**config.mk**
```make
export PLATFORM = sky130hd
export DESIGN_NAME = comma_separated_id_line_parser_unit
export DESIGN_NICKNAME = d
export VERILOG_FILES = /design/src/hw/rtl/csidlp_pkg.sv /design/src/hw/rtl/comma_separated_id_line_parser_unit.sv
export VERILOG_INCLUDE_DIRS = /design/src /design/src/hw/rtl
export SDC_FILE = /design/constraint.sdc
export NUM_CORES = 1
export LEC_CHECK = 0
export ABC_AREA = 1
export BUFFER_PORTS_ARGS = -buffer_cell sky130_fd_sc_hd__buf_4
export CORE_MARGIN = 5
export CORE_UTILIZATION = 40
export CTS_CLUSTER_SIZE = 25
export DETAILED_ROUTE_END_ITERATION = 6
export PLACE_DENSITY_LB_ADDON = 0.1
export SYNTH_ARGS = -nofsm -noshare
export SYNTH_HDL_FRONTEND = slang
export SYNTH_SLANG_ARGS = --single-unit
```
**constraint.sdc**
```tcl
create_clock -name i_clk -period 3.3 [get_ports i_clk]
set_input_delay 0.495 -clock i_clk [delete_from_list [all_inputs] [get_ports i_clk]]
set_output_delay 0.495 -clock i_clk [all_outputs]
set_load 0.01 [all_outputs]
```
**src/hw/rtl/comma_separated_id_line_parser_unit_macros.svh**
```systemverilog
// assertion macros shared by the id line parser rtl
`ifndef COMMA_SEPARATED_ID_LINE_PARSER_UNIT_MACROS_SVH
`define COMMA_SEPARATED_ID_LINE_PARSER_UNIT_MACROS_SVH

// same-cycle implication, checked out of reset
`define CSIDLP_ASSERT_IMP(label, ante, cons, msg) \
    label: assert property (@(posedge i_clk) disable iff (!i_rst_n) (ante) |-> (cons)) \
        else $error(msg);

// next-cycle implication, checked out of reset
`define CSIDLP_ASSERT_NXT(label, ante, cons, msg) \
    label: assert property (@(posedge i_clk) disable iff (!i_rst_n) (ante) |=> (cons)) \
        else $error(msg);

`endif

```
**src/hw/rtl/csidlp_pkg.sv**
```systemverilog
// types and constants of the comma separated id line parser
package csidlp_pkg;

    // fixed field widths
    localparam int ID_W       = 16;
    localparam int STATUS_W   = 3;
    localparam int CH_W       = 8;
    localparam int OUT_DATA_W = 24;

    // input beat kinds
    localparam logic KIND_CHAR = 1'b0;
    localparam logic KIND_EOL  = 1'b1;

    // character codes
    localparam logic [CH_W-1:0] CH_ZERO  = 8'h30;
    localparam logic [CH_W-1:0] CH_NINE  = 8'h39;
    localparam logic [CH_W-1:0] CH_COMMA = 8'h2c;
    localparam logic [CH_W-1:0] CH_SPACE = 8'h20;
    localparam logic [CH_W-1:0] CH_TAB   = 8'h09;
    localparam logic [CH_W-1:0] CH_CR    = 8'h0d;
    localparam logic [CH_W-1:0] CH_LF    = 8'h0a;

    // parser phase
    typedef enum logic [2:0] {
        PH_START  = 3'd0,
        PH_EXPECT = 3'd1,
        PH_DIGITS = 3'd2,
        PH_AFTER  = 3'd3,
        PH_ERROR  = 3'd4
    } t_phase;

    // line status codes
    typedef enum logic [STATUS_W-1:0] {
        ST_OK       = 3'd0,
        ST_EMPTY    = 3'd1,
        ST_TRAILING = 3'd2,
        ST_NONNUM   = 3'd3,
        ST_TOOLARGE = 3'd4,
        ST_BADCHAR  = 3'd5
    } t_status;

    // one result beat
    typedef struct packed {
        logic            id_valid;
        logic [ID_W-1:0] id;
        logic            line_done;
        t_status         status;
    } t_result;

endpackage

```
**src/hw/rtl/comma_separated_id_line_parser_unit.sv**
```systemverilog
// comma separated decimal id line parser, top level
//
// slave channel: one beat per character (tuser = 0, tdata = byte), then one
// end-of-line beat (tuser = 1, tdata ignored). ids are unsigned decimal,
// up to 2^ID_BITS - 1, separated by commas, with space, tab, cr, lf around.
// master channel: a beat with tuser = 1 carries a finished id; it is sent on
// the character that ends the digit run, or on the end-of-line beat when the
// line ends inside a run. the end-of-line beat always gives one result with
// tlast = 1 and the line status in tdata; after the first error the rest of
// the line is skipped and ids already sent for it should be dropped.
// the result of an accepted beat is registered in the head entry, or in
// the skid entry while the head waits; one beat is taken every cycle
// while s_tready is high, with the single parse step between the phase registers and the result register.
// a one-entry skid buffer behind the result register keeps s_tready high
// while a result waits; s_tready falls only when both entries are full.
// reset (synchronous, active low) returns the parser to line start and
// empties both output entries.
`include "comma_separated_id_line_parser_unit_macros.svh"

module comma_separated_id_line_parser_unit #(
    parameter int ID_BITS = 16
) (
    input  logic                                i_clk,
    input  logic                                i_rst_n,
    // slave side
    input  logic                                i_s_tvalid,
    output logic                                o_s_tready,
    input  logic [csidlp_pkg::CH_W-1:0]         i_s_tdata,  // [7:0] ch
    input  logic                                i_s_tuser,  // [0] kind
    // master side
    output logic                                o_m_tvalid,
    input  logic                                i_m_tready,
    output logic [csidlp_pkg::OUT_DATA_W-1:0]   o_m_tdata,  // [15:0] id, [18:16] status
    output logic                                o_m_tuser,  // [0] id_valid
    output logic                                o_m_tlast   // line_done
);

    localparam int IdW  = csidlp_pkg::ID_W;
    localparam int PadW = csidlp_pkg::OUT_DATA_W - csidlp_pkg::ID_W - csidlp_pkg::STATUS_W;
    localparam int ProdW = ID_BITS + 4;

    // parse state
    csidlp_pkg::t_phase  r_phase, n_phase;
    logic [ID_BITS-1:0]  r_partial, n_partial;
    csidlp_pkg::t_status r_first_error, n_first_error;

    // output head and skid entries
    logic                r_out_valid, r_skid_valid;
    csidlp_pkg::t_result r_out, r_skid;

    logic                s_fire, m_fire;
    logic                is_eol, ch_blank, ch_digit, ch_comma;
    logic [csidlp_pkg::CH_W-1:0] digit_off;
    logic [3:0]          digit;
    logic [ProdW-1:0]    ext_partial, prod;
    logic                prod_ovf;
    logic [ID_BITS+IdW-1:0] id_wide;
    logic [IdW-1:0]      cur_id;
    logic                res_valid;
    csidlp_pkg::t_result res;

    assign s_fire = i_s_tvalid && o_s_tready;
    assign m_fire = r_out_valid && i_m_tready;
    assign o_s_tready = !r_skid_valid;

    // character classes
    assign is_eol    = (i_s_tuser == csidlp_pkg::KIND_EOL);
    assign ch_digit  = (i_s_tdata >= csidlp_pkg::CH_ZERO) && (i_s_tdata <= csidlp_pkg::CH_NINE);
    assign ch_comma  = (i_s_tdata == csidlp_pkg::CH_COMMA);
    assign ch_blank  = (i_s_tdata == csidlp_pkg::CH_SPACE) || (i_s_tdata == csidlp_pkg::CH_TAB)
                    || (i_s_tdata == csidlp_pkg::CH_CR) || (i_s_tdata == csidlp_pkg::CH_LF);
    assign digit_off = i_s_tdata - csidlp_pkg::CH_ZERO;
    assign digit     = digit_off[3:0];

    // partial * 10 + digit, overflow in the top four bits
    assign ext_partial = {4'b0000, r_partial};
    assign prod        = (ext_partial << 3) + (ext_partial << 1) + {{(ProdW-4){1'b0}}, digit};
    assign prod_ovf    = |prod[ProdW-1:ID_BITS];

    // id as presented on the 16-bit field
    assign id_wide = {{IdW{1'b0}}, r_partial};
    assign cur_id  = id_wide[IdW-1:0];

    // next parse state
    always_comb begin
        n_phase       = r_phase;
        n_partial     = r_partial;
        n_first_error = r_first_error;
        if (s_fire) begin
            if (is_eol) begin
                n_phase       = csidlp_pkg::PH_START;
                n_partial     = '0;
                n_first_error = csidlp_pkg::ST_OK;
            end else begin
                unique case (r_phase)
                    csidlp_pkg::PH_START, csidlp_pkg::PH_EXPECT: begin
                        if (ch_blank) begin
                            n_phase = r_phase;
                        end else if (ch_digit) begin
                            n_phase   = csidlp_pkg::PH_DIGITS;
                            n_partial = {{(ID_BITS-4){1'b0}}, digit};
                        end else begin
                            n_phase       = csidlp_pkg::PH_ERROR;
                            n_first_error = csidlp_pkg::ST_NONNUM;
                            n_partial     = '0;
                        end
                    end
                    csidlp_pkg::PH_DIGITS: begin
                        if (ch_digit) begin
                            if (prod_ovf) begin
                                n_phase       = csidlp_pkg::PH_ERROR;
                                n_first_error = csidlp_pkg::ST_TOOLARGE;
                                n_partial     = '0;
                            end else begin
                                n_partial = prod[ID_BITS-1:0];
                            end
                        end else begin
                            n_partial = '0;
                            if (ch_blank) begin
                                n_phase = csidlp_pkg::PH_AFTER;
                            end else if (ch_comma) begin
                                n_phase = csidlp_pkg::PH_EXPECT;
                            end else begin
                                n_phase       = csidlp_pkg::PH_ERROR;
                                n_first_error = csidlp_pkg::ST_BADCHAR;
                            end
                        end
                    end
                    csidlp_pkg::PH_AFTER: begin
                        if (ch_comma) begin
                            n_phase = csidlp_pkg::PH_EXPECT;
                        end else if (!ch_blank) begin
                            n_phase       = csidlp_pkg::PH_ERROR;
                            n_first_error = csidlp_pkg::ST_BADCHAR;
                            n_partial     = '0;
                        end
                    end
                    default: begin
                        n_phase = r_phase;
                    end
                endcase
            end
        end
    end

    // result of the accepted beat
    always_comb begin
        res_valid     = 1'b0;
        res.id_valid  = 1'b0;
        res.id        = '0;
        res.line_done = 1'b0;
        res.status    = csidlp_pkg::ST_OK;
        if (s_fire) begin
            if (is_eol) begin
                res_valid     = 1'b1;
                res.line_done = 1'b1;
                unique case (r_phase)
                    csidlp_pkg::PH_START:  res.status = csidlp_pkg::ST_EMPTY;
                    csidlp_pkg::PH_EXPECT: res.status = csidlp_pkg::ST_TRAILING;
                    csidlp_pkg::PH_DIGITS: begin
                        res.id_valid = 1'b1;
                        res.id       = cur_id;
                    end
                    csidlp_pkg::PH_AFTER:  res.status = csidlp_pkg::ST_OK;
                    default:               res.status = r_first_error;
                endcase
            end else if ((r_phase == csidlp_pkg::PH_DIGITS) && !ch_digit) begin
                res_valid    = 1'b1;
                res.id_valid = 1'b1;
                res.id       = cur_id;
            end
        end
    end

    // parse state registers
    always_ff @(posedge i_clk) begin
        if (!i_rst_n) begin
            r_phase       <= csidlp_pkg::PH_START;
            r_partial     <= '0;
            r_first_error <= csidlp_pkg::ST_OK;
        end else begin
            r_phase       <= n_phase;
            r_partial     <= n_partial;
            r_first_error <= n_first_error;
        end
    end

    // output head and skid control
    always_ff @(posedge i_clk) begin
        if (!i_rst_n) begin
            r_out_valid  <= 1'b0;
            r_skid_valid <= 1'b0;
        end else if (r_skid_valid) begin
            if (m_fire) begin
                r_skid_valid <= 1'b0;
            end
        end else if (res_valid) begin
            if (!r_out_valid || m_fire) begin
                r_out_valid <= 1'b1;
            end else begin
                r_skid_valid <= 1'b1;
            end
        end else if (m_fire) begin
            r_out_valid <= 1'b0;
        end
    end

    // output payload
    always_ff @(posedge i_clk) begin
        if (r_skid_valid) begin
            if (m_fire) begin
                r_out <= r_skid;
            end
        end else if (res_valid) begin
            if (!r_out_valid || m_fire) begin
                r_out <= res;
            end else begin
                r_skid <= res;
            end
        end
    end

    // master side beat
    assign o_m_tvalid = r_out_valid;
    assign o_m_tdata  = {{PadW{1'b0}}, r_out.status, r_out.id};
    assign o_m_tuser  = r_out.id_valid;
    assign o_m_tlast  = r_out.line_done;

    // checks
    `CSIDLP_ASSERT_IMP(a_skid_needs_head, r_skid_valid, r_out_valid, "skid entry without head entry")
    `CSIDLP_ASSERT_NXT(a_eol_restarts, s_fire && is_eol, r_phase == csidlp_pkg::PH_START, "phase not back to line start after end of line")
    `CSIDLP_ASSERT_IMP(a_error_only_in_error, r_phase != csidlp_pkg::PH_ERROR, r_first_error == csidlp_pkg::ST_OK, "error code held outside error phase")
    `CSIDLP_ASSERT_IMP(a_status_on_eol_only, r_out_valid && !r_out.line_done, r_out.status == csidlp_pkg::ST_OK, "status on a beat that is not end of line")

endmodule

```
==> qor.yml <==
status: "complete, no violations"
hp-class: "input port to register"
dp_hpwl_um: 7220
regToRegStartpoint: "cur_id[0]"
combPwrFrac_pct: 9.6
synth.avg_cell_area_sq_um: 7.67
insertion_delay_ps: 340
cts_hold_buffers: 0
leakage_nw: 2.28
synth_cells: 554
clk_pin_slew_ps: 80
hold_viol: 0
setup_violations: 0
topRoutingLayerUsed: "met4"
power_density_mw_per_mm2: 382
final_util_pct: 47.0
wl_per_cell_um: 12.4
synth-simple-area-share_pct: 27.5
vias: 3481
drc_errors: 0
r2r_cells: 17
fin_skew_ps: 11.4
grt_pass1_vias: 3306
ys.flop_type: "edfxtp_1"
viasPerCell: 4.75
pwr-share-clk_pct: 40.8
grt.total_usage_pct: 14.9
htree_levels: 3
worstPathArrival_ps: 3080
relSlewSlack_pct: 47.7
seq_area_sq_mm: 0.00174
synth_edf_count: 42
routed_wl_um: 9100
multi_input_area_sq_mm: 0.00210
worstPathMaxFanout: 5
r2r-end: "r_first_error[0]"
synth-compound-area-share_pct: 8.92
layout-drive-gt1-share_pct: 13.2
min_to: "r_phase[2]"
cts_setup_buffers: 0
yosysSeqAreaShare_pct: 41.0
peakVddDrop_v: 0.000155
die_y_um: 113
cts_resized: 0
slew_violations: 0
yosys.area_share.xor_xnor_pct: 2.27
synth_cell_types: 36
seqPwrFrac_pct: 49.6
row_count: 37
grt_overflow: 0
drt_iter0_drc: 195
min_period_over_period_pct: 86.5
swShare_pct: 24.3
rsz0062_at_grt: "no"
ios: 41
antenna_found_initial: 0
gp_congestion: 0.896
synth_top_family_by_area: "simple AND/OR/NAND/NOR gates"
synthArstFlopShare_pct: 0
synth_fa_ha_area_share_pct: 10.1
syn-cell-area_sq_mm: 0.00425
hold_depth: 3
yosysWarnings: 0
portBuffers: 35
clock-sinks: 66
p_int_mw: 1.40
fmax_ghz: 0.350
whs_ps: 436
num_antenna_cells: 0
synthMuxAreaShare_pct: 0
maxCapViolCount: 0
met3_length_um: 466
worst_pin_slew_ps: 783
first_pass_iters: 4
cts_buffer_depth: 2
criticalPathCategory: "register to register"
met2_length_um: 3820
nNetsFinal: 638
cp.required_ps: 3530
cts_made_buffers: 9
grt_start_max_net_pins: 35
fin_crit_ps: 2850
wl_met1_um: 4720
ys_ff_latch: 66
nFillCells: 1039
grt_pass1_wl_um: 15600
endpoint_kind: "register"
area_growth_pct: 14.2
worst_setup_path_start_kind: "register"
core_sq_mm: 0.0103
start_util_pct: 41.1
dieArea_sq_mm: 0.0128
finalSetupTns_ps: 0
die_x_um: 113
hp-start: "i_rst_n"
cts_root_buf: "clkbuf_8"
antenna_left: 0
switching_power_mw: 0.450
rrSetupSlack_ps: 450
cts_tree: "built"
==> power groups by stage <==
stage	registers, mW	clock network [mW]	logic [mW]
global route	0.923	0.813	0.200
detailed placement	0.938	0	0.178
CTS	0.919	0.774	0.179
finish	0.919	0.755	0.178
global placement	0.938	0	0.178
floorplan	0.945	0	0.111
==> flip-flops by register name, indices dropped and copies added (netlist names) <==
| signal | cells |
|---|---|
| cur_id | 16 |
| o_m_tdata | 19 |
| o_m_tlast | 1 |
| o_m_tuser | 1 |
| r_skid_valid | 1 |
| r_first_error | 3 |
| o_m_tvalid | 1 |
| r_phase | 3 |
| r_skid | 21 |
==> worst max-delay path, stage by stage (launching register included) <==
cell	delay, ps
dfxtp_1	370
inv_1	120
fa_1	530
fa_1	430
inv_1	90
nand2_1	70
nand2_1	90
nand3_1	70
nand2_1	130
nand2_1	90
nand3_2	70
nand2_2	70
nor2_4	150
nand3_2	150
nand3_2	140
nand2_1	70
nand2_1	60
nor2_1	40
==> Yosys cell counts, types with 4 or more instances <==
| cell | n | area share [%] |
|---|---|---|
| a21oi_1 | 31 | 3.7 |
| a22oi_1 | 5 | 0.88 |
| buf_4 | 5 | 0.88 |
| clkbuf_1 | 5 | 0.44 |
| dfxtp_1 | 24 | 11 |
| edfxtp_1 | 42 | 30 |
| ha_1 | 31 | 9.1 |
| inv_1 | 85 | 7.5 |
| inv_2 | 6 | 0.53 |
| nand2_1 | 150 | 13 |
| nand3_1 | 24 | 2.8 |
| nand3_2 | 7 | 1.6 |
| nor2_1 | 65 | 5.7 |
| nor3_1 | 6 | 0.71 |
| o21ai_0 | 24 | 2.8 |
| xnor2_1 | 4 | 0.82 |
| xor2_1 | 7 | 1.4 |
==> stage by stage <==
step | cell area (sq um) | std cells | setup slack [ps] | power, mW
detailed placement | 4630 | 717 | 249 | 1.12
finish | 4850 | 733 | 446 | 1.85
CTS | 4850 | 733 | 407 | 1.87
global placement | 4630 | 717 | 324 | 1.12
floorplan | 4260 | 558 | 474 | 1.06
global route | 4850 | 733 | 133 | 1.94
==> layout by cell type (no fill, tap or decap), types with 4 or more instances in the layout <==
master | Yosys | final
nor3_1 | 6 | 5
clkbuf_8 | 0 | 9
nor2_1 | 65 | 65
inv_1 | 85 | 85
xor2_1 | 7 | 7
inv_2 | 6 | 6
edfxtp_1 | 42 | 42
ha_1 | 31 | 31
o21ai_0 | 24 | 24
nand3_2 | 7 | 7
xnor2_1 | 4 | 4
dfxtp_1 | 24 | 24
buf_4 | 5 | 37
nand2_1 | 150 | 150
a21oi_1 | 31 | 31
a22oi_1 | 5 | 5
conb_1 | 1 | 5
nand3_1 | 24 | 24
==> worst max-delay path by stage <==
stage,start,end,slack (ps),cells past startpoint
final,cur_id[0],r_first_error[0],450,17
after floorplan,r_phase[2],r_skid[0],470,7
after global routing,cur_id[0],r_first_error[0],130,17
after CTS,cur_id[0],r_first_error[0],410,17
after detailed placement,i_s_tdata[3],r_first_error[0],250,18
after global placement,i_s_tdata[3],r_first_error[1],320,18
==> layer usage <==
| metal | GRT usage [%] | vias to the layer above |
|---|---|---|
| met2 | 22.6 | 83 |
| met5 | 0 | - |
| met3 | 2.67 | 5 |
| li1 | - | 1846 |
| met4 | 4.25 | 0 |
| met1 | 21.8 | 1547 |
==> cell families (layout without fill, tap and decap cells) <==
family / Yosys count / after routing
xor gates and xnor gates: 11 / 11
buffers and inverters: 105 / 144
adders and majority gates: 33 / 33
other: 1 / 5
DFF: 66 / 66
and+or+nand+nor: 269 / 269
AOI/OAI and AO/OA: 69 / 69
==> layout make-up <==
cell class	instances	area share [%]
clock buffers	9	2.55
clock inverters	7	2.06
inverters	91	7.04
multi-input cells	387	43.2
flip-flops and latches	66	35.9
well taps	136	3.51
repair buffers	37	5.73
Note: power is estimated with default switching activity, not from simulation.
